==> src/rtl/sct_pkg.sv <==
// shared types and constants for the source code tokenizer
package sct_pkg;

   localparam int OFFSET_BITS_DEF = 32;
   localparam int LINE_BITS_DEF   = 20;
   localparam int COLUMN_BITS_DEF = 16;
   localparam int MAX_TOKENS      = 3;
   localparam int QUEUE_DEPTH     = 4;

   typedef struct packed {
      logic [7:0] source_byte;
      logic       end_of_input;
   } req_type;

   typedef struct packed {
      logic [6:0]  token_kind;
      logic [31:0] start_offset;
      logic [31:0] end_offset;
      logic [19:0] start_line;
      logic [15:0] start_column;
   } tok_type;

   typedef struct packed {
      logic [6:0]  token_kind;
      logic [31:0] start_offset;
      logic [31:0] end_offset;
      logic [19:0] start_line;
      logic [15:0] start_column;
      logic        last_of_run;
   } rsp_type;

   // all tokens caused by one request
   typedef struct packed {
      logic [1:0]                     count;
      tok_type [MAX_TOKENS-1:0]       toks;
   } entry_type;

endpackage

==> src/rtl/sct_queue.sv <==
// short queue of per-request token groups between lexer and output side
module sct_queue import sct_pkg::*; (
   input  logic      clock,
   input  logic      reset,
   input  logic      push,
   input  entry_type push_data,
   input  logic      pop,
   output logic      full,
   output logic      empty,
   output entry_type head
);

   localparam int PTR_BITS = $clog2(QUEUE_DEPTH);
   localparam int CNT_BITS = $clog2(QUEUE_DEPTH + 1);

   entry_type             mem_ff [QUEUE_DEPTH];
   logic [PTR_BITS-1:0]   wr_ptr_ff, wr_ptr_in;
   logic [PTR_BITS-1:0]   rd_ptr_ff, rd_ptr_in;
   logic [CNT_BITS-1:0]   count_ff, count_in;
   logic                  do_push, do_pop;

   assign full    = (count_ff == CNT_BITS'(QUEUE_DEPTH));
   assign empty   = (count_ff == '0);
   assign head    = mem_ff[rd_ptr_ff];
   assign do_push = push && !full;
   assign do_pop  = pop && !empty;

   always_comb begin
      wr_ptr_in = do_push ? PTR_BITS'(wr_ptr_ff + 1'b1) : wr_ptr_ff;
      rd_ptr_in = do_pop ? PTR_BITS'(rd_ptr_ff + 1'b1) : rd_ptr_ff;
      count_in  = count_ff;
      if (do_push && !do_pop) count_in = count_ff + 1'b1;
      else if (do_pop && !do_push) count_in = count_ff - 1'b1;
   end

   always_ff @(posedge clock) begin
      if (do_push) mem_ff[wr_ptr_ff] <= push_data;
   end

   always_ff @(posedge clock) begin
      if (reset) begin
         wr_ptr_ff <= '0;
         rd_ptr_ff <= '0;
         count_ff  <= '0;
      end else begin
         wr_ptr_ff <= wr_ptr_in;
         rd_ptr_ff <= rd_ptr_in;
         count_ff  <= count_in;
      end
   end

endmodule

==> config.mk <==
export PLATFORM = sky130hd
export DESIGN_NAME = sct_queue
export DESIGN_NICKNAME = d
export VERILOG_FILES = /design/src/rtl/sct_pkg.sv /design/src/rtl/sct_queue.sv
export SDC_FILE = /design/constraint.sdc
export NUM_CORES = 1
export LEC_CHECK = 0
export BUFFER_PORTS_ARGS = -buffer_cell sky130_fd_sc_hd__buf_4
export CAP_MARGIN = 20
export CORE_ASPECT_RATIO = 1.1
export CORE_MARGIN = 5
export CORE_UTILIZATION = 45
export DETAILED_ROUTE_END_ITERATION = 10
export HOLD_SLACK_MARGIN = 0.06
export PLACE_DENSITY = 0.66
export SYNTH_ARGS = -nofsm -noshare
export SYNTH_HDL_FRONTEND = slang
export SYNTH_SLANG_ARGS = --single-unit
export TNS_END_PERCENT = 20
==> constraint.sdc <==
create_clock -name clock -period 15.12 [get_ports clock]
set_clock_uncertainty 0.1 [all_clocks]
set_input_delay 4.536 -clock clock [delete_from_list [all_inputs] [get_ports clock]]
set_output_delay 4.536 -clock clock [all_outputs]
set_load 0.03 [all_outputs]
Yosys cells after proc, flatten, opt, wreduce, memory -nomap -nowiden --
Memory sizes are Yosys's and may differ from the RTL's. A register that Yosys moved wholly into a read port is not among the register bits. Cells that the tools add are included.
Operators by class: add/subtract/negate cells 4, equality and inequality tests 1, mux-type cells 6, reduce and logical (&&, ||, !) cells 10
Operators by type and width (count):
- $mux W3 | 2
- $add A2 B1 Y2 const B | 2
- $logic_and A1 B1 Y1 | 4
- $logic_not A1 Y1 | 4
- $mux W2 | 2
- $add A3 B1 Y3 const B | 1
- $eq A3 B3 Y1 const B | 1
- $logic_not A3 Y1 | 1
- $sub A3 B1 Y3 const B | 1
- $mux W1 | 2
- $reduce_bool A2 Y1 | 1
Word-level totals: register bits after elaboration 7, bits in writable memories 1292, input bits 327, output and inout bits 325, word-level logic and storage cells 25, memories 1
Memories:
- mem_ff | words 4, bits a word 323, rd ports 1, clocked after Yosys merged registers in 1, wr ports 1, line sct_queue.sv:16 | entry_type mem_ff [QUEUE_DEPTH];

Logic depth before layout (Yosys ltp) --
Gate-level depths: netlist of run 1.
depth after elaboration 7, mapped depth 8, gate-level depth less buffers 8

Worst setup path before layout of run 1 --
No wires, ideal clock.
path type input to register, start point input push, end point memory mem_ff[0][0] (netlist name), enable pin, library setup time 0.726 ns, data arrival time 12.184 ns, data required time 14.294 ns, setup slack 2.110 ns, stages on the path 3, path buffers 0, cells stage by stage inv_1 > nor2_1 > and2_1
On the way: word-level cells in the longest chain between the ends 3
RTL lines:
- from (decl) | line sct_queue.sv:5 | input logic push,
- $logic_and A1 B1 Y1 | line sct_queue.sv:25 | assign do_push = push && !full;
- named net do_push | line sct_queue.sv:20 | logic do_push, do_pop;
- $mux W1 | line sct_queue.sv:37 | if (do_push) mem_ff[wr_ptr_ff] <= push_data;
- $mux W1 (implied by the code) | line sct_queue.sv:37
- to (decl) | line sct_queue.sv:16
The timed path passes the listed nets, and every way through them passes these cells.

==> results.toml, run 1 <==
[setup_path]
path_max_fanout = 95
critical-path-top-cell-by-count = "sky130_fd_sc_hd__buf_4"
cp-end-kind = "output pin"
critPathRequiredTime_ns = 10.48
path_buf_inv = 4
critical-path-max-stage-delay_ns = 0.76
arrival_time_of_data_at_the_critical_path_endpoint_ns = 4.61
critPathLaunchType = "flip-flop"
worst-setup-path-type = "reg -> out"
slowest_stage = "sky130_fd_sc_hd__dfxtp_4"
timing.critical_path.cells = "buf_4 > buf_4 > buf_12 > mux4_2 > buf_4"
cp_top_family = "buffers and inverters"

[synthesis]
synth_area_leaders = "sky130_fd_sc_hd__edfxtp_1 82%, sky130_fd_sc_hd__mux4_2 15%, sky130_fd_sc_hd__buf_6 0.72%"
synth-edff-count = 1292
asyncSetResetFlopFracSynth_pct = 0
synth_largest_type_area_fraction_pct = 82.4
synth.ff_latch_count = 1301
ys_warns = 0
mappedNetlistNets = 2068
synth-seq-area-share_pct = 82.8
post_synth.cell_area_avg_um2 = 27.1
yosys.area.top_type = "sky130_fd_sc_hd__edfxtp_1"
yosys.cell_types.count = 21
synth_ff_type = "sky130_fd_sc_hd__edfxtp_1"
syn-cell-area_mm2 = 0.0471
postSynthCellCount = 1735

[sta]
timing.final.hold_violations = 0
timing.final.max_slew_violations = 0
final_min_period_over_clock_period_pct = 61.2
setup_tns_ns = 0
post_route_minimum_period_ns = 9.25
timing.max_slew.rel_slack_pct = 25.5
maxClockFrequency_ghz = 0.108
setup_repair_after_global_routing_missed_its_margin = "false"
worst-slew-pin-transition_ns = 1.12
setup_violators_final = 0

[clock_tree]
clock_tree_from_tritoncts = "done"
cts_root_buffer = "sky130_fd_sc_hd__clkbuf_16"
clockBufferDepth = 3
cts-buffers-inserted = 132
cts.repair.resized = 0
cts.repair_timing.setup_buffer_count = 0
ctsHtreeMaxLevel = 4
clkTransAtPathRegs_ns = 0.06
cts-hold-fix-buffers = 0
clkSinkCount = 1301
worst_skew_pair.late_latency_ns = 0.72

[routing]
1st_iter_drt_viols = 1598
dr.pass1.iters = 7
via_count = 21081
ant_nets = 0
post_detailed_route_wirelength_per_cell_um = 25.5
drt_wl_total_um = 101000
routed_vias_inst = 5.31
drc_errors = 0

[global_route]
grt.total_usage_pct = 18.1
wire_length_of_the_first_global_routing_pass_um = 150000
antenna_found_initial = 19
groute.layer.met3.usage_pct = 7.41
maximum_number_of_pins_on_one_net_before_global_route_repair = 148
use_met1_pct = 21.4
grt_util_met2_pct = 30.2
busiest_layer = "met2"
grt_pass1_vias = 22959
grt_remaining_overflow = 0

[status]
outcome = "finished, final reports clean"

[run]
drv_cap = 0

[cells_and_area]
nNetsFinal = 2805
drive_gt1_share_pct = 46.0
fillCellCount = 7761
seq_area_mm2 = 0.0390
area_delta_synth_final_pct = 22.4
area_occupied_by_multi_input_gates_mm2 = 0.00754

[power_and_ir_drop]
p_total_mw = 10.5
power_density_mw_per_mm2 = 183
ir_drop_uv = 140
p_leak_nw = 19.0

[floorplan]
die-height_um = 349
core.rowCount = 124
chipWidth_um = 318
dieArea_mm2 = 0.111
floorplan.initialDensity_pct = 45.3
core_region_area_mm2 = 0.104
design.portCount = 652

[placement]
gp_routability_congestion = 0.761
place.detailed.hpwl_um = 63600
portBuffers = 651

[min_path]
hold_path_class = "reg -> reg"
-- metrics by stage --
stage	cell area, µm²	util [%]	instances	worst slack [ns]	hold WS (ns)
2_1_floorplan	47100	-	1735	2.11	0.382
5_1_grt	57600	55.4	3963	5.37	0.453
6_report	57600	55.4	3970	5.87	0.422
3_3_place_gp	53400	51.4	3724	6.49	0.394
3_5_place_dp	53400	51.4	3724	6.48	0.414
4_1_cts	57600	55.4	3955	5.65	0.423
-- layout by cell type (no fill, tap or decap), types with 5 or more instances in the layout --
| cell | instances |
|---|---|
| sky130_fd_sc_hd__clkinv_2 | 18 |
| sky130_fd_sc_hd__nor2_1 | 6 |
| sky130_fd_sc_hd__clkbuf_1 | 28 |
| sky130_fd_sc_hd__ha_1 | 5 |
| sky130_fd_sc_hd__inv_6 | 8 |
| sky130_fd_sc_hd__buf_4 | 670 |
| sky130_fd_sc_hd__clkinv_1 | 25 |
| sky130_fd_sc_hd__clkbuf_16 | 133 |
| sky130_fd_sc_hd__dfxtp_1 | 7 |
| sky130_fd_sc_hd__buf_12 | 6 |
| sky130_fd_sc_hd__edfxtp_1 | 1292 |
| sky130_fd_sc_hd__diode_2 | 15 |
| sky130_fd_sc_hd__mux4_2 | 323 |
| sky130_fd_sc_hd__bufinv_16 | 8 |
-- logic make-up after synthesis --
kind of cell | count (synthesis) | share of synthesized area, %
XOR/XNOR | 4 | 0.0744
buffers and inverters | 77 | 1.19
adder cells (fa/ha/maj) | 6 | 0.175
AND/OR/NAND/NOR | 16 | 0.181
multiplexers | 325 | 15.5
AO/OA/AOI/OAI | 6 | 0.0771
flip-flops | 1301 | 82.8
-- flip-flops by register name, summed over array words and instances, names as in the netlist, named ones only --
| register | count |
|---|---|
| mem_ff | 1292 |
| count_ff | 3 |
| rd_ptr_ff | 2 |
| wr_ptr_ff | 2 |
-- cells in the mapped netlist, drive strengths merged (2+ instances only) --
cell    count
a21oi       2
and2        4
buf        65
clkbuf      8
dfxtp       9
edfxtp   1292
ha          5
inv         4
mux2i       2
mux4      323
nand2b      2
nor2        6
o21ai       2
or3         2
xor2        4
-- metal layers --
metal / share of wire, % / wire length (µm)
met2: 51 / 52000
met5: 0.071 / 72
met1: 36 / 36600
met3: 9.8 / 9960
met4: 2.6 / 2630
-- cell type report --
cell class	instances	area share, %
multi-input cells	357	13.1
clock buffers	161	5.96
clock inverters	70	1.21
diodes	15	0.0652
flip-flops and latches	1301	67.7
well taps	1386	3.01
repair buffers	676	8.94
inverters	4	0.0261
-- final timing paths --
path | startpoint | endpoint | slack [ns] | depth (start not counted)
worst min register to register | wr_ptr_ff[1] | wr_ptr_ff[1] | 0.42 | 2
worst max-delay path | flip-flop | head[124] | 5.87 | 5
worst max register to register | count_ff[0] | mem_ff[3][233] | 10.90 | 5
worst min-delay path | wr_ptr_ff[1] | wr_ptr_ff[1] | 0.42 | 2
-- where the power goes --
part / total, mW / switching (mW) / internal, mW / leakage [nW]
Sequential: 4.44 / 0.0990 / 4.34 / 11.9
Clock: 3.08 / 1.31 / 1.77 / 2.01
Combinational: 3.02 / 1.80 / 1.22 / 5.11
Total: 10.5 / 3.21 / 7.33 / 19.0
-- worst min-delay path, stage by stage (launching register included) --
cell                       delay, ns
sky130_fd_sc_hd__dfxtp_1        0.34
sky130_fd_sc_hd__nand2b_1       0.08
sky130_fd_sc_hd__mux2i_1        0.06
(Power assumes the default switching activity.)
==> run 2, diff against run 1 <==
- clock period: 15.12 -> 9.1 ns (I/O delays scaled with it)
==> run 2 against run 1 <==
Against the previous run: sequential share of layout area barely moved; first-iteration DRC count up 5.1%; critical path depth down 2; final cell count shrank 0.15%; flip-flop and latch count did not move; critical path type unchanged; largest cell class unchanged; die area unchanged; total power rose by 66%.
==> results.toml, run 2 (synthesis gave the netlist of run 1 again) <==
[status]
outcome = "finished, final reports clean"

[routing]
drc_errors = 0
dr.pass1.iters = 7
ant_nets = 0
via_count = 21029
post_detailed_route_wirelength_per_cell_um = 25.0
drt_wl_total_um = 99300
routed_vias_inst = 5.30
1st_iter_drt_viols = 1680

[clock_tree]
cts.repair.resized = 0
clockBufferDepth = 3
cts-hold-fix-buffers = 0
cts-buffers-inserted = 133
worst_skew_pair.late_latency_ns = 0.73
cts.repair_timing.setup_buffer_count = 0
ctsHtreeMaxLevel = 4
cts_root_buffer = "sky130_fd_sc_hd__clkbuf_16"
clkSinkCount = 1301
clkTransAtPathRegs_ns = 0.06
clock_tree_from_tritoncts = "done"

[cells_and_area]
final_cell_mix = "1292 x sky130_fd_sc_hd__edfxtp_1, 655 x sky130_fd_sc_hd__buf_4, 323 x sky130_fd_sc_hd__mux4_2"
largest-register = "mem_ff"
largest_registers_in_the_final_layout = "mem_ff x1292, count_ff x3"
nNetsFinal = 2798
postLayoutCoreUtil_pct = 55.4
mostFrequentLayoutCell = "sky130_fd_sc_hd__edfxtp_1"
largest_register_ff_count = 1292
fillCellCount = 7593
fin_area_mm2 = 0.0576
drive_gt1_share_pct = 45.6
area_delta_synth_final_pct = 22.3

[floorplan]
floorplan.initialDensity_pct = 45.3
core_region_area_mm2 = 0.104
dieArea_mm2 = 0.111
design.portCount = 652
die-height_um = 349
chipWidth_um = 318
core.rowCount = 124

[sta]
maxClockFrequency_ghz = 0.165
setup_repair_after_global_routing_missed_its_margin = "false"
timing.max_slew.rel_slack_pct = 20.4
post_route_minimum_period_ns = 6.05
timing.final.max_slew_violations = 0
final_min_period_over_clock_period_pct = 66.5
timing.final.hold_violations = 0
setup_violators_final = 0
worst-slew-pin-transition_ns = 1.19

[power_and_ir_drop]
power_switching_share_pct = 30.6
cell_internal_pwr_mw = 12.1
combinationalPowerShare_pct = 28.8
power_density_mw_per_mm2 = 303
power_frac_clock_pct = 29.0
power.switching_mw = 5.34
ir_drop_uv = 220
p_total_mw = 17.5
power.sequential.fraction_pct = 42.2
p_leak_nw = 19.0

[global_route]
wire_length_of_the_first_global_routing_pass_um = 148000
antenna_found_initial = 18
grt_remaining_overflow = 0
grt.total_usage_pct = 17.7
maximum_number_of_pins_on_one_net_before_global_route_repair = 153
grt_pass1_vias = 22717

[setup_path]
path_max_fanout = 110
cp-end-kind = "output pin"
arrival_time_of_data_at_the_critical_path_endpoint_ns = 3.22
flop2flop_setup_slack_ns = 5.95
worst-setup-path-type = "reg -> out"
critPathLaunchType = "flip-flop"
critPathRequiredTime_ns = 6.27

[placement]
placedInstanceArea_mm2 = 0.0535
gp_routability_congestion = 0.756
portBuffers = 651
place.detailed.hpwl_um = 61600

[min_path]
hold_path_class = "reg -> reg"

[run]
drv_cap = 0
## run 2: critical path, cell delays in order, from the launching register on
cell and delay [ns]:
sky130_fd_sc_hd__dfxtp_4 0.68, sky130_fd_sc_hd__buf_12 0.54, sky130_fd_sc_hd__mux4_2 0.64, sky130_fd_sc_hd__buf_4 0.19
## run 2: path summary, 6_finish.rpt
kind,start,end,cells past startpoint
max,flip-flop,head[225],3
min,rd_ptr_ff[1],rd_ptr_ff[1],2
max reg2reg,count_ff[0],mem_ff[2][284],4
min reg2reg,rd_ptr_ff[1],rd_ptr_ff[1],2
## run 2: layout make-up
class                      count  area, µm²  area share, %
sequential                  1301      39000           67.7
tap                         1386       1730           3.01
clock buffer                 172       3520           6.11
timing repair buffer         668       5180           8.99
inverter                       4       15.0         0.0261
antenna                        8       20.0         0.0348
multi-input combinational    357       7540           13.1
clock inverter                68        576           1.00
## run 2: metrics by stage
| stage | std cells | setup WS (ns) | TNS [ns] | hold WS, ns |
|---|---|---|---|---|
| floorplan | 1735 | -2.10 | -2038.62 | 0.382 |
| global placement | 3716 | 3.73 | 0 | 0.392 |
| detailed placement | 3716 | 3.71 | 0 | 0.413 |
| CTS | 3956 | 2.91 | 0 | 0.430 |
| global route | 3961 | 2.77 | 0 | 0.477 |
| finish | 3964 | 3.05 | 0 | 0.433 |
## run 2: per-layer routing
| layer | part of all wire [%] | up-vias | GRT usage (%) |
|---|---|---|---|
| li1 | - | 9044 | - |
| met1 | 37 | 11045 | 21.7 |
| met2 | 50 | 741 | 28.6 |
| met3 | 10 | 179 | 7.77 |
| met4 | 2.7 | 20 | 6.04 |
| met5 | 0.12 | - | 0 |
## run 2: power groups by stage
stage	registers [mW]	logic (mW)	clock network, mW
floorplan	7.56	3.40	0
global placement	7.46	5.11	0
detailed placement	7.49	5.12	0
CTS	7.37	5.14	5.20
global route	7.41	5.31	5.46
finish	7.36	5.03	5.06
==> run 3, diff against run 2 <==
- clock period: 9.1 -> 5.9 ns (I/O delays scaled with it)
==> run 3 against run 2 <==
Against the previous run: worst hold slack better by 0.0046 ns; final cell count is 0.78% higher; global-route usage is 0.53 points higher; die area stayed put; utilization is 0.41 points higher; final area is 0.75% higher; worst setup slack worse by 1.9 ns; clock power is 58% higher; combinational power is 57% higher; critical path depth stayed put; first-iteration DRC count is 1.4% higher; critical endpoint is now head[47].
==> results.toml, run 3 (synthesis gave the netlist of run 1 again) <==
[cells_and_area]
nNetsFinal = 2828
final_cell_mix = "1292 x sky130_fd_sc_hd__edfxtp_1, 679 x sky130_fd_sc_hd__buf_4, 323 x sky130_fd_sc_hd__mux4_2"
area_delta_synth_final_pct = 23.2
drive_gt1_share_pct = 46.6
largest_registers_in_the_final_layout = "mem_ff x1292, count_ff x3"
mostFrequentLayoutCell = "sky130_fd_sc_hd__edfxtp_1"
largest_register_ff_count = 1292
largest-register = "mem_ff"
postLayoutCoreUtil_pct = 55.8
final_cell_count_no_fill = 3995

[global_route]
grt_remaining_overflow = 0
antenna_found_initial = 19
wire_length_of_the_first_global_routing_pass_um = 152000
grt.total_usage_pct = 18.3
maximum_number_of_pins_on_one_net_before_global_route_repair = 81
grt_pass1_vias = 23118

[setup_path]
path_max_fanout = 27
ff_to_ff_start = "count_ff[0]"
critical_path.reg2reg.endpoint = "mem_ff[0][237]"
arrival_time_of_data_at_the_critical_path_endpoint_ns = 2.86
cp-end-kind = "output pin"
critPathRequiredTime_ns = 4.03
worst-setup-path-type = "reg -> out"
flop2flop_setup_slack_ns = 3.18
r2r_cells = 4
path_buf_inv = 2
critPathLaunchType = "flip-flop"
critical-path-top-cell-by-count = "sky130_fd_sc_hd__buf_4"
slowest_stage = "sky130_fd_sc_hd__dfxtp_4"
timing.critical_path.cells = "buf_4 > mux4_2 > buf_4"
critical-path-max-stage-delay_ns = 0.82
cp_top_family = "flip-flops"

[routing]
drc_errors = 0
routed_vias_inst = 5.31
drt_wl_total_um = 102000
1st_iter_drt_viols = 1703
ant_nets = 0
via_count = 21204
post_detailed_route_wirelength_per_cell_um = 25.6
dr.pass1.iters = 5

[floorplan]
chipWidth_um = 318
die-height_um = 349
design.portCount = 652
core.rowCount = 124
dieArea_mm2 = 0.111
core_region_area_mm2 = 0.104
floorplan.initialDensity_pct = 45.3

[power_and_ir_drop]
power_switching_share_pct = 30.3
power_density_mw_per_mm2 = 469
power.sequential.fraction_pct = 41.8
ir_drop_uv = 319
power.switching_mw = 8.25
cell_internal_pwr_mw = 19.0
combinationalPowerShare_pct = 29.0
p_leak_nw = 19.2
power_frac_clock_pct = 29.3

[sta]
worst-slew-pin-transition_ns = 0.816
setup_repair_after_global_routing_missed_its_margin = "false"
final.hold.worst_slack_ns = 0.437
timing.final.max_slew_violations = 0
maxClockFrequency_ghz = 0.211
setup_violators_final = 0
timing.max_slew.rel_slack_pct = 45.6
final_min_period_over_clock_period_pct = 80.2
post_route_minimum_period_ns = 4.73
timing.final.hold_violations = 0

[run]
drv_cap = 0

[min_path]
holdPathStages = 2
whs_endpoint = "wr_ptr_ff[1]"
holdCritStartpoint = "wr_ptr_ff[1]"
hold_path_class = "reg -> reg"

[clock_tree]
cts.repair.resized = 0
cts_root_buffer = "sky130_fd_sc_hd__clkbuf_16"
clkSinkCount = 1301
ctsHtreeMaxLevel = 4
cts.repair_timing.setup_buffer_count = 0
cts-hold-fix-buffers = 0
clockBufferDepth = 3
worst_skew_pair.late_latency_ns = 0.72
clkTransAtPathRegs_ns = 0.06
cts-buffers-inserted = 130
clock_tree_from_tritoncts = "done"

[placement]
gp_routability_congestion = 0.765
portBuffers = 651
placedCellCount = 3749
place.detailed.hpwl_um = 66100

[status]
outcome = "finished, final reports clean"
-- run 3: changes by cell type in the layout (fill, tap and decap cells not counted), sizes merged --
cell and delta:
inv +2, clkinvlp +5, buf +33, clkbuf -12
clkinv -9, diode +7, bufinv +5
-- run 3: final cells by class --
| class | instances | area (µm²) |
|---|---|---|
| repair buffers | 701 | 5540 |
| fillers | 7688 | 46000 |
| well taps | 1386 | 1730 |
| clock buffers | 160 | 3490 |
| flip-flops and latches | 1301 | 39000 |
| diodes | 15 | 37.5 |
| clock inverters | 71 | 652 |
| inverters | 4 | 15.0 |
| multi-input cells | 357 | 7540 |
-- run 3: how the worst max path moves through the flow --
stage | from | endpoint | slack (ns) | cells after the start
2_1_floorplan | push | mem_ff[0][0] | -0.72 | 3
3_3_place_gp | flip-flop | head[47] | 1.84 | 3
3_5_place_dp | flip-flop | head[162] | 1.80 | 3
4_1_cts | flip-flop | head[162] | 0.98 | 3
5_1_grt | flip-flop | head[47] | 0.94 | 3
6_report | flip-flop | head[47] | 1.17 | 3
-- run 3: power groups by stage --
| stage | Clock [mW] | Sequential, mW | Combinational [mW] |
|---|---|---|---|
| finish | 7.97 | 11.4 | 7.88 |
| detailed placement | 0 | 11.6 | 8.03 |
| global placement | 0 | 11.5 | 7.99 |
| global route | 8.59 | 11.4 | 8.31 |
| CTS | 8.17 | 11.4 | 8.06 |
| floorplan | 0 | 11.5 | 5.24 |
-- run 3: worst min-delay path: stages (launching register included) --
cell and delay, ns:
sky130_fd_sc_hd__dfxtp_1 0.34, sky130_fd_sc_hd__nand2b_1 0.09, sky130_fd_sc_hd__mux2i_1 0.06
-- run 3: stage by stage --
stage,area (µm²),TNS [ns],setup slack (ns),power (mW)
2_1_floorplan,47100,-931.40,-0.721,16.8
3_3_place_gp,53800,0,1.84,19.5
3_5_place_dp,53800,0,1.80,19.6
4_1_cts,58000,0,0.976,27.6
5_1_grt,58000,0,0.944,28.3
6_report,58000,0,1.17,27.2
-- run 3: per-layer routing --
layer | GRT usage, % | wire (µm) | vias to the layer above | part of all wire, %
met5 | 0 | 53 | - | 0.052
met4 | 6.32 | 2920 | 10 | 2.8
met3 | 7.87 | 10600 | 174 | 10
met2 | 30.4 | 52400 | 756 | 51
met1 | 21.5 | 36400 | 11150 | 36
li1 | - | - | 9114 | -
