`config.mk`:
```
export PLATFORM = sky130hd
export DESIGN_NAME = sct_emitter
export DESIGN_NICKNAME = d
export VERILOG_FILES = /design/src/rtl/sct_pkg.sv /design/src/rtl/sct_emitter.sv
export SDC_FILE = /design/constraint.sdc
export NUM_CORES = 1
export LEC_CHECK = 0
export BUFFER_PORTS_ARGS = -buffer_cell sky130_fd_sc_hd__buf_4
export CAP_MARGIN = 20
export CORE_AREA = 2 2 168 170
export DETAILED_ROUTE_END_ITERATION = 10
export DIE_AREA = 0 0 170 172
export MAX_ROUTING_LAYER = met4
export PLACE_DENSITY = 0.46
export SLEW_MARGIN = 20
export SYNTH_ARGS = -nofsm -noshare
export SYNTH_HDL_FRONTEND = slang
export SYNTH_SLANG_ARGS = --single-unit
```
`constraint.sdc`:
```
create_clock -name clock -period 1.3 [get_ports clock]
set_input_delay 0.13 -clock clock [delete_from_list [all_inputs] [get_ports clock]]
set_output_delay 0.13 -clock clock [all_outputs]
set_load 0.01 [all_outputs]
```
`src/rtl/sct_pkg.sv`:
```
// shared types and constants for the source code tokenizer
package sct_pkg;

   localparam int OFFSET_BITS_DEF = 32;
   localparam int LINE_BITS_DEF   = 20;
   localparam int COLUMN_BITS_DEF = 16;
   localparam int MAX_TOKENS      = 3;
   localparam int QUEUE_DEPTH     = 4;

   typedef struct packed {
      logic [7:0] source_byte;
      logic       end_of_input;
   } req_type;

   typedef struct packed {
      logic [6:0]  token_kind;
      logic [31:0] start_offset;
      logic [31:0] end_offset;
      logic [19:0] start_line;
      logic [15:0] start_column;
   } tok_type;

   typedef struct packed {
      logic [6:0]  token_kind;
      logic [31:0] start_offset;
      logic [31:0] end_offset;
      logic [19:0] start_line;
      logic [15:0] start_column;
      logic        last_of_run;
   } rsp_type;

   // all tokens caused by one request
   typedef struct packed {
      logic [1:0]                     count;
      tok_type [MAX_TOKENS-1:0]       toks;
   } entry_type;

endpackage

```
`src/rtl/sct_emitter.sv`:
```
// back end: hands out the tokens of the queue head one at a time
module sct_emitter import sct_pkg::*; (
   input  logic      clock,
   input  logic      reset,
   input  logic      q_empty,
   input  entry_type q_head,
   output logic      q_pop,
   output logic      empty,
   input  logic      pop,
   output rsp_type   rsp_data
);

   logic [1:0] idx_ff, idx_in;
   logic       last;
   tok_type    t;

   assign t     = q_head.toks[idx_ff];
   assign last  = (idx_ff == 2'(q_head.count - 2'd1));
   assign empty = q_empty;
   assign q_pop = pop && !q_empty && last;

   assign rsp_data = '{token_kind:   t.token_kind,
                       start_offset: t.start_offset,
                       end_offset:   t.end_offset,
                       start_line:   t.start_line,
                       start_column: t.start_column,
                       last_of_run:  last};

   always_comb begin
      idx_in = idx_ff;
      if (pop && !q_empty) idx_in = last ? 2'd0 : idx_ff + 2'd1;
   end

   always_ff @(posedge clock) begin
      if (reset) begin
         idx_ff <= 2'd0;
      end else begin
         idx_ff <= idx_in;
      end
   end

endmodule

```
# [Yosys cells after proc, flatten, opt, wreduce, memory -nomap -nowiden]
# Cells that the tools add are included.
[totals] mem_bits_ro=0 elab_cells=11 n_memories=0 output_inout_bits=110 inputBits=327 latchBits=0 ramBits=0 ff_bits=2
[op_classes] n_bitwise=0 mul=0 div_mod_pow=0 muxes=3 n_eq_ne=1 shifts=0 n_lt_le_gt_ge=1 n_reduce_logical=3 n_addsub=2
[op_table] op="107-bit binary-select mux with 2-bit select" count=1
[op_table] op="107-bit 2-to-1 mux" count=1
[op_table] op="2-bit by 3-bit less-than comparator with 1-bit output (second input constant)" count=1
[op_table] op="2-bit by 1-bit adder with 2-bit output (second input constant)" count=1
[op_table] op="2-bit equality test" count=1
[op_table] op="1-bit logical AND" count=2
[op_table] op="2-bit 2-to-1 mux" count=1
[op_table] op="2-bit by 1-bit subtractor with 2-bit output (second input constant)" count=1
[op_table] op="1-bit logical NOT" count=1

# [Longest topological paths before layout]
# Gate-level depths: netlist of run 1.
[logic_depth] depth_word=3 depth_mapped=7 depth_no_buf=3

# [Worst setup path after synthesis of run 1]
# OpenSTA, ideal clock, no wires.
[synth_timing] kind="register to output" start="register idx_ff[1]" end="output q_pop" setup_slack_ns=0.022 required_time_ns=1.170 n_path_buf=1 t_arrival_ns=1.148 stages_incl_launch_ff=5 path_cell_list="dfxtp_1 buf_4 xnor2_1 or3b_1 a21boi_1"
[synth_via] elab_chain_len=2
[synth_lines] element="start, declared" line_no="sct_emitter.sv:13" source="logic [1:0] idx_ff, idx_in;"
[synth_lines] element="start signal, assigned" line_no="sct_emitter.sv:38" source="idx_ff <= idx_in;"
[synth_lines] element="2-bit equality test" line_no="sct_emitter.sv:18" source="assign last = (idx_ff == 2'(q_head.count - 2'd1));"
[synth_lines] element="1-bit logical AND" line_no="sct_emitter.sv:20" source="assign q_pop = pop && !q_empty && last;"
[synth_lines] element="end, declared" line_no="sct_emitter.sv:7" source="output logic q_pop,"
# Every way passes these cells.

==> run_results.csv, run 1 <==
group,metric,value,unit
outcome,status,"finished, violations left",
outcome,violations,"setup timing",
timing,timing.hold.ws,0.0772,ns
floorplanning,start_util,8.63,%
worst_hold_path,hold_path_depth,2,
floorplanning,row_count,61,
synthesis,syn_avg_cell_area,6.32,sq um
synthesis,synth-seq-cells,2,
timing,timing.fmax,619,MHz
detailed_routing,wl_met3,1410,um
timing,setup_slack,-0.317,ns
detailed_routing,via_per_inst,3.86,
detailed_routing,wl_met2,9570,um
grt,antenna_found_initial,0,
detailed_routing,highest-signal-layer,"met4",
critical_path,critPathBufInv,4,
worst_hold_path,hp-class,"in2reg",
critical_path,ff2ff_path_depth,4,
placement,gp_congestion,0.774,
cells_and_area,diodes,0,
critical_path,path_class,"reg2out",
grt,track_usage,10.1,%
placement,port_buffers,436,
timing,fin_crit_sh,124,%
detailed_routing,num_vias,4529,
clock_network,cts_inserted_buffers,3,
clock_network,clock_latency,0.22,ns
critical_path,required,1.17,ns
critical_path,cp_cell_sequence,"nor2b_4, buf_12, buf_12, clkbuf_16, nand2_1, o21ai_1, buf_4",
floorplanning,coreArea,27500,sq um
synthesis,synth_area_leaders,"mux2i_1 45%, o21ai_1 19%, nand2_1 17%, buf_4 5.1%, o21ai_0 4.0%",
cells_and_area,top_register,"idx_ff",
synthesis,netlist_area,2370,sq um
cells_and_area,largest_register_ffs,2,
critical_path,reg2reg_to,"idx_ff[1]",
timing,finClkSkew,0.00151,ns
timing,finalMaxSlewViolations,0,
cells_and_area,area.growth.synth_to_final,187,%
clock_network,clkTransAtPathRegs,0.03,ns
cells_and_area,reg.largest.list,"idx_ff: 2 flops",
power_and_ir_drop,leakage,0.00311,uW
clock_network,cts.hold.buffers_added,0,
placement,dpl.hpwl,14000,um
detailed_routing,wire_per_inst,15.7,um
cells_and_area,drive_above_1_share,64.4,%
detailed_routing,first_iter_violations,73,
floorplanning,die_h,172,um
grt,gr-total-overflow,0,
cells_and_area,final_cells,1172,
clock_network,cts_tree,"done",
critical_path,crit_family,"buffers and inverters",
timing,fin_crit,1.62,ns
placement,dp.cells,1151,
placement,dp_worst_setup_slack,-0.149,ns
synthesis,synth_top_area_share,45.2,%
run,drv_cap,0,
cells_and_area,fillerInstances,3059,
critical_path,cp_common_cell,"buf_12",
synthesis,ys_seq_area_share,1.69,%
critical_path,r2r_setup_slack,0.14,ns
synthesis,synth_top_area_cell,"mux2i_1",
detailed_routing,wl,18400,um
worst_hold_path,hp-start,"reset",
synthesis,synth_fp_nets,702,
critical_path,worstPathMaxFanout,5,
power_and_ir_drop,pwr_density_cell,431,nW/um^2
critical_path,slowest_delay,0.35,ns
power_and_ir_drop,ir_drop,0.357,mV
synthesis,synth_warnings,0,
timing,finalHoldViolCount,0,
detailed_routing,wl_met1,7380,um
critical_path,timing.rr.start,"idx_ff[0]",
floorplanning,dieArea,29200,sq um
grt,grt_pass1_wl,22500,um
critical_path,cp_slowest_cell,"dfxtp_4",
critical_path,endpoint_kind,"output port",
detailed_routing,first_pass_iters,4,
timing,rsz0062_at_grt,"yes",
floorplanning,ioPinCount,437,
clock_network,clock_path_buffers,2,
timing,setup_viol,109,
detailed_routing,post-route-drc-count,0,
cells_and_area,nets,1155,
critical_path,crit_arrival,1.49,ns
clock_network,cts_htree_levels,1,
clock_network,numClockSinks,2,
grt,grt_pass1_vias,4311,
timing,slew_headroom,82.4,%
synthesis,syn_inst,375,
timing,tightest_slew,0.263,ns
floorplanning,die_x,170,um
critical_path,critPathLaunchType,"register",
clock_network,cts_root_buf,"clkbuf_16",
detailed_routing,drtAntennaViolNets,0,
synthesis,synth_cell_types,20,
grt,grt_max_degree,46,
worst_hold_path,min_to,"idx_ff[1]",
==> final cells by class <==
cell class	instances	area, sq um	area share, %
clock buffers	3	75.1	1.10
multi-input cells	334	2250	33.0
flip-flops and latches	2	47.5	0.698
well taps	346	433	6.36
repair buffers	487	4000	58.8
==> worst reg2reg max path: cells and delay by family (launching register included) <==
kind	cells	cell delay, ns
AOI/OAI and AO/OA	2	0.39
buffers and inverters	2	0.31
DFF	1	0.36
==> worst max-delay path by stage <==
stage,slack [ns],startpoint,to,cells past startpoint
after floorplan,0.02,idx_ff[1],q_pop,4
after global placement,-0.15,idx_ff[0],rsp_data[91],5
after detailed placement,-0.15,idx_ff[0],rsp_data[91],5
after CTS,-0.29,idx_ff[0],rsp_data[17],5
after global routing,-0.39,idx_ff[1],rsp_data[83],7
final,-0.32,idx_ff[1],rsp_data[59],7
==> cell families (layout without fill, tap and decap cells) <==
kind of cell | count (synthesis) | after routing | share of synthesized area [%]
AND/OR/NAND/NOR | 114 | 114 | 18.9
AO/OA/AOI/OAI | 111 | 111 | 23.9
multiplexers | 107 | 107 | 45.2
buffers and inverters | 39 | 490 | 9.66
XOR/XNOR | 2 | 2 | 0.739
flip-flops | 2 | 2 | 1.69
==> synth_stat cells <==
library cell    n
mux2i_1       107
a31oi_1         1
buf_1           1
buf_6           1
dfxtp_1         2
o21ai_1        88
nand2b_1        1
buf_2          12
nand2_1       108
nor3b_1         1
clkbuf_1        9
xnor2_1         2
a21o_1          1
nor2b_1         2
o21ai_0        19
nand3b_1        1
a311oi_1        1
a21boi_1        1
buf_4          16
or3b_1          1
==> power breakdown <==
part	leakage [uW]	internal, uW	switching (uW)	total [uW]
Combinational	0.00305	1490	926	2410
Clock	0.0000370	391	62.8	453
Sequential	0.0000178	63.2	6.25	69.4
==> placed cells by master, fill, tap and decap left out, drive strengths merged <==
cell type / synthesis / layout
nand3b: 1 / 1
buf: 30 / 481
nand2: 108 / 108
or3b: 1 / 1
a21boi: 1 / 1
a21o: 1 / 1
mux2i: 107 / 107
xnor2: 2 / 2
nor3b: 1 / 1
nand2b: 1 / 1
a311oi: 1 / 1
a31oi: 1 / 1
o21ai: 107 / 107
dfxtp: 2 / 2
clkbuf: 9 / 9
nor2b: 2 / 2
==> metrics by stage <==
step | utilization (%) | area, sq um | power (uW) | TNS [ns]
final | 24.8 | 6810 | 2940 | -26.42
after global placement | 22.7 | 6220 | 2380 | -2.13
after CTS | 23.1 | 6350 | 2870 | -26.15
after detailed placement | 22.7 | 6220 | 2380 | -3.25
after floorplan | - | 2370 | 875 | 0
after global routing | 24.8 | 6810 | 3130 | -34.84
==> timing repair <==
item	4_1_cts	5_1_grt
cloned	0	11
buffers inserted	1	6
endpoints found under the setup margin	109	109
pin swaps	0	13
gates resized for setup	12	61
==> routing by layer <==
layer  track usage (%)  up-vias
li1                  -     2218
met1              11.4     2035
met2              19.5      274
met3              1.51        2
met4             0.483        0
met5                 -        -
No activity file was read; power rests on OpenSTA's default activity.
==> inputs of run 2 (changes only) <==
--- a/config.mk
+++ b/config.mk
@@ -7,11 +7,11 @@
 export LEC_CHECK = 0
 export BUFFER_PORTS_ARGS = -buffer_cell sky130_fd_sc_hd__buf_4
 export CAP_MARGIN = 20
-export CORE_AREA = 2 2 168 170
+export CORE_AREA = 2 2 172 174
 export DETAILED_ROUTE_END_ITERATION = 10
-export DIE_AREA = 0 0 170 172
+export DIE_AREA = 0 0 174 176
 export MAX_ROUTING_LAYER = met4
-export PLACE_DENSITY = 0.46
+export PLACE_DENSITY = 0.44
 export SLEW_MARGIN = 20
 export SYNTH_ARGS = -nofsm -noshare
 export SYNTH_HDL_FRONTEND = slang
==> constraint.sdc (replaced) <==
create_clock -name clock -period 2 [get_ports clock]
set_input_delay 0.2 -clock clock [delete_from_list [all_inputs] [get_ports clock]]
set_output_delay 0.2 -clock clock [all_outputs]
set_load 0.01 [all_outputs]
==> run 2 against run 1 <==
The run now ends clean. Sequential power shrank 32%. Final cell count is 0.34% higher. Via count decreased by 5.2%. Sequential cell count unchanged. Sequential share of layout area is 0.068 points higher. Critical path type unchanged. Largest power group unchanged.
==> run_results.csv, run 2 (synthesis results as in run 1) <==
group,metric,value,unit
outcome,status,"completed",
clock_network,cts_inserted_buffers,3,
cells_and_area,top_register,"idx_ff",
timing,timing.hold.ws,0.147,ns
placement,port_buffers,436,
clock_network,clock_path_buffers,2,
clock_network,numClockSinks,2,
timing,rsz0062_at_grt,"no",
critical_path,slowest_delay,0.41,ns
grt,grt_pass1_vias,4434,
critical_path,path_class,"reg2out",
timing,tightest_slew,0.488,ns
timing,timing.fmax,528,MHz
floorplanning,die_h,176,um
placement,gp_congestion,0.776,
timing,fin_crit_sh,94.7,%
timing,setup_viol,0,
grt,track_usage,10.7,%
floorplanning,start_util,8.31,%
placement,place_area,6130,sq um
critical_path,cp_cell_sequence,"buf_12, mux2i_1, o21ai_1, buf_4",
floorplanning,row_count,62,
placement,dpl.hpwl,14700,um
power_and_ir_drop,switchingPower,618,uW
run,drv_cap,0,
clock_network,cts_root_buf,"clkbuf_16",
critical_path,critPathLaunchType,"register",
cells_and_area,final_common_cell,"buf_4",
power_and_ir_drop,netSwitchingFraction,34.7,%
power_and_ir_drop,power_frac_comb,80.6,%
critical_path,endpoint_kind,"output port",
critical_path,crit_arrival,1.69,ns
clock_network,clock_latency,0.22,ns
power_and_ir_drop,leakage,0.00278,uW
clock_network,post_cts_buffers,0,
timing,finalHoldViolCount,0,
cells_and_area,diodes,0,
detailed_routing,num_vias,4292,
clock_network,ctsResizeCount,0,
cells_and_area,multi_input_area,2110,sq um
clock_network,cts.hold.buffers_added,0,
clock_network,cts_htree_levels,1,
grt,antenna_found_initial,0,
cells_and_area,reg.largest.list,"idx_ff: 2 flops",
clock_network,clkTransAtPathRegs,0.03,ns
power_and_ir_drop,clock_power_share,16.7,%
cells_and_area,area.growth.synth_to_final,162,%
detailed_routing,wire_per_inst,14.7,um
detailed_routing,first_iter_violations,98,
floorplanning,dieArea,30600,sq um
cells_and_area,drive_above_1_share,58.0,%
power_and_ir_drop,ir_drop,0.228,mV
grt,gr-total-overflow,0,
timing,fin_crit,1.89,ns
critical_path,required,1.80,ns
power_and_ir_drop,p_int,1170,uW
timing,finalMaxSlewViolations,0,
floorplanning,die_x,174,um
detailed_routing,wl,17300,um
cells_and_area,final_area,6200,sq um
detailed_routing,drtAntennaViolNets,0,
grt,grt_pass1_wl,24800,um
timing,slew_headroom,67.5,%
cells_and_area,regArea,47.5,sq um
grt,grt_max_degree,71,
worst_hold_path,hp-class,"in2reg",
cells_and_area,most-common-layout-cells,"446 x buf_4, 108 x nand2_1, 107 x mux2i_1",
floorplanning,ioPinCount,437,
timing,setup_tns,0,ns
floorplanning,coreArea,28500,sq um
power_and_ir_drop,pwr_density_cell,288,nW/um^2
power_and_ir_drop,seqPwrFrac,2.6,%
detailed_routing,first_pass_iters,4,
critical_path,worstPathMaxFanout,56,
timing,finClkSkew,0.00210,ns
clock_network,cts_tree,"done",
cells_and_area,largest_register_ffs,2,
cells_and_area,nets,1121,
detailed_routing,via_per_inst,3.65,
detailed_routing,post-route-drc-count,0,
cells_and_area,fillerInstances,3246,
critical_path,cp_slowest_cell,"dfxtp_4",
## run 2: area by class of cell
type,instances,share of cell area [%]
clock buffer,3,1.21
multi-input combinational,334,34.0
sequential,2,0.767
tap,384,7.75
timing repair buffer,453,56.3
## run 2: final timing paths
check / endpoint / slack [ns] / startpoint / cells after the start
max: rsp_data[42] / 0.11 / idx_ff[0] / 4
min: idx_ff[1] / 0.15 / reset / 2
max reg2reg: idx_ff[1] / 0.79 / idx_ff[0] / 3
min reg2reg: idx_ff[0] / 0.62 / idx_ff[0] / 2
## run 2: per-stage QoR
step / std cells / total power (uW) / util [%] / setup WS [ns]
finish: 1176 / 1780 / 21.7 / 0.105
global route: 1176 / 1910 / 21.7 / 0.0613
CTS: 1176 / 1810 / 21.7 / 0.109
detailed placement: 1173 / 1500 / 21.5 / 0.345
global placement: 1173 / 1500 / 21.5 / 0.358
floorplan: 375 / 569 / - / 0.652
## run 2: layer usage
metal | GRT usage, % | share of wire (%) | up-vias
met3 | 1.87 | 7.2 | 10
met2 | 19.0 | 51 | 261
li1 | - | - | 2151
met1 | 12.6 | 40 | 1870
met5 | - | 0 | -
met4 | 2.49 | 1.6 | 0
## run 2: power groups by stage
stage	clock [uW]	combinational, uW	sequential (uW)
final	299	1440	47.2
after global routing	316	1550	47.7
after CTS	305	1460	47.3
after detailed placement	0	1450	47.8
after global placement	0	1460	47.4
after floorplan	0	526	43.1
## run 2: critical path: cells and delay by family, from the launching register on
kind	cells	cell delay [ns]
buffers and inverters	2	0.47
DFF	1	0.41
muxes	1	0.36
AOI/OAI and AO/OA	1	0.10
==> inputs of run 3 (changes only) <==
--- a/config.mk
+++ b/config.mk
@@ -6,12 +6,11 @@
 export NUM_CORES = 1
 export LEC_CHECK = 0
 export BUFFER_PORTS_ARGS = -buffer_cell sky130_fd_sc_hd__buf_4
-export CAP_MARGIN = 20
-export CORE_AREA = 2 2 172 174
+export CORE_AREA = 2 2 168 170
 export DETAILED_ROUTE_END_ITERATION = 10
-export DIE_AREA = 0 0 174 176
+export DIE_AREA = 0 0 170 172
 export MAX_ROUTING_LAYER = met4
-export PLACE_DENSITY = 0.44
+export PLACE_DENSITY = 0.45
 export SLEW_MARGIN = 20
 export SYNTH_ARGS = -nofsm -noshare
 export SYNTH_HDL_FRONTEND = slang
==> constraint.sdc (replaced) <==
create_clock -name clock -period 1.85 [get_ports clock]
set_input_delay 0.185 -clock clock [delete_from_list [all_inputs] [get_ports clock]]
set_output_delay 0.185 -clock clock [all_outputs]
set_load 0.01 [all_outputs]
==> run 3 against run 2 <==
Sequential share of layout area barely moved. Non-clock buffer count is 6 higher. Worst setup slack got worse by 0.033 ns. Clock power rose by 7.0%. First-iteration DRC count decreased by 37%. Register-to-register slack got worse by 0.14 ns. Core utilization is 0.86 points higher. Hold slack got worse by 0.015 ns. Sequential power grew 1%. Clock skew about the same. Highest routed layer unchanged.
==> run_results.csv, run 3 (synthesis results as in run 1) <==
group,metric,value,unit
floorplanning,coreArea,27500,sq um
detailed_routing,first_iter_violations,62,
grt,track_usage,11.1,%
power_and_ir_drop,leakage,0.00281,uW
timing,setup_slack,0.0719,ns
outcome,status,"completed",
floorplanning,die_h,172,um
timing,rsz0062_at_grt,"yes",
timing,timing.fmax,562,MHz
critical_path,required,1.66,ns
timing,finClkSkew,0.00219,ns
detailed_routing,via_per_inst,3.78,
grt,antenna_found_initial,1,
clock_network,numClockSinks,2,
power_and_ir_drop,power_frac_comb,81.2,%
critical_path,endpoint_kind,"output port",
worst_hold_path,hp-start,"reset",
power_and_ir_drop,pwr_density_cell,315,nW/um^2
detailed_routing,wl,17900,um
cells_and_area,most-common-layout-cells,"452 x buf_4, 108 x nand2_1, 106 x mux2i_1",
critical_path,path_class,"reg2out",
detailed_routing,post-route-drc-count,0,
timing,fin_crit_sh,96.1,%
grt,grt_pass1_vias,4368,
detailed_routing,wire_per_inst,15.6,um
critical_path,cp_slowest_cell,"dfxtp_4",
cells_and_area,top_register,"idx_ff",
power_and_ir_drop,clock_power_share,16.4,%
timing,setup_tns,0,ns
critical_path,crit_arrival,1.59,ns
cells_and_area,post-route-util,22.6,%
critical_path,critPathBufInv,3,
timing,setup_viol,0,
cells_and_area,area.growth.synth_to_final,162,%
clock_network,clock_latency,0.22,ns
grt,gr-total-overflow,0,
clock_network,cts_htree_levels,1,
power_and_ir_drop,ir_drop,0.224,mV
power_and_ir_drop,seqPwrFrac,2.4,%
floorplanning,die_x,170,um
critical_path,cp_common_cell,"buf_12",
cells_and_area,drive_above_1_share,58.4,%
timing,tightest_slew,0.465,ns
placement,port_buffers,436,
run,drv_cap,0,
timing,finalHoldViolCount,0,
timing,slew_headroom,69.0,%
worst_hold_path,hp-class,"in2reg",
clock_network,cts_inserted_buffers,3,
floorplanning,start_util,8.63,%
grt,grt_pass1_wl,24100,um
critical_path,crit_family,"buffers and inverters",
floorplanning,dieArea,29200,sq um
cells_and_area,final_common_cell,"buf_4",
power_and_ir_drop,p_int,1280,uW
clock_network,cts_tree,"done",
critical_path,worstPathMaxFanout,22,
power_and_ir_drop,power,1950,uW
critical_path,cp_cell_sequence,"buf_12, buf_12, mux2i_2, o21ai_1, buf_4",
critical_path,slowest_delay,0.36,ns
floorplanning,ioPinCount,437,
timing,finalMaxSlewViolations,0,
critical_path,critPathLaunchType,"register",
placement,dpl.hpwl,15200,um
placement,gp_congestion,0.787,
grt,grt_max_degree,69,
clock_network,cts_root_buf,"clkbuf_16",
detailed_routing,num_vias,4328,
detailed_routing,drtAntennaViolNets,0,
detailed_routing,first_pass_iters,4,
clock_network,clock_path_buffers,2,
floorplanning,row_count,61,
placement,dp.cells,1141,
critical_path,timing.rr.start,"idx_ff[0]",
power_and_ir_drop,netSwitchingFraction,34.5,%
power_and_ir_drop,switchingPower,674,uW
cells_and_area,final_cells,1145,
cells_and_area,reg.largest.list,"idx_ff: 2 flops",
cells_and_area,nets,1127,
critical_path,crit_path_start,"idx_ff[0]",
clock_network,clkTransAtPathRegs,0.03,ns
placement,dp_worst_setup_slack,0.284,ns
timing,fin_crit,1.78,ns
cells_and_area,largest_register_ffs,2,
==> run 3: worst register-to-register path, delay by kind of cell (launching register included) <==
kind / cells / cell delay, ns
and+or+nand+nor: 2 / 0.35
DFF: 1 / 0.36
buffers and inverters: 2 / 0.39
==> run 3: what timing repair did <==
action | in CTS | in global routing
gates resized for setup | 0 | 1
hold buffers | 0 | 0
buffers inserted | 0 | 0
setup endpoints to repair | 0 | 1
==> run 3: per-stage QoR <==
step                cell area, sq um  hold slack [ns]
floorplan                       2370            0.257
global placement                6120            0.353
detailed placement              6120            0.356
CTS                             6200            0.127
global route                    6200            0.134
finish                          6200            0.132
==> run 3: path summary, 6_finish.rpt <==
path	to	slack, ns	cells past startpoint
max reg2reg	idx_ff[0]	0.65	4
min	idx_ff[1]	0.13	2
min reg2reg	idx_ff[1]	0.81	3
max	rsp_data[44]	0.07	5
==> run 3: power by group through the flow <==
stage,clock network (uW),registers [uW],logic [uW]
floorplan,0,46.6,568
CTS,328,47.8,1610
global route,335,48.0,1710
global placement,0,48.1,1610
detailed placement,0,48.3,1610
finish,320,47.7,1590
==> run 3: layer usage <==
metal | global-route usage [%] | vias to the layer above | routed length, um
li1 | - | 2168 | -
met1 | 13.1 | 1893 | 7330
met2 | 19.9 | 261 | 8890
met3 | 2.01 | 6 | 1520
met4 | 2.01 | 0 | 134
met5 | - | - | 0
==> run 3: area by class of cell <==
| cell class | instances | area (sq um) |
|---|---|---|
| Fill cell | 3131 | 21300 |
| Timing Repair Buffer | 459 | 3530 |
| Multi-Input combinational cell | 334 | 2110 |
| Tap cell | 346 | 433 |
| Clock buffer | 3 | 75.1 |
| Sequential cell | 2 | 47.5 |
| Antenna cell | 1 | 2.50 |
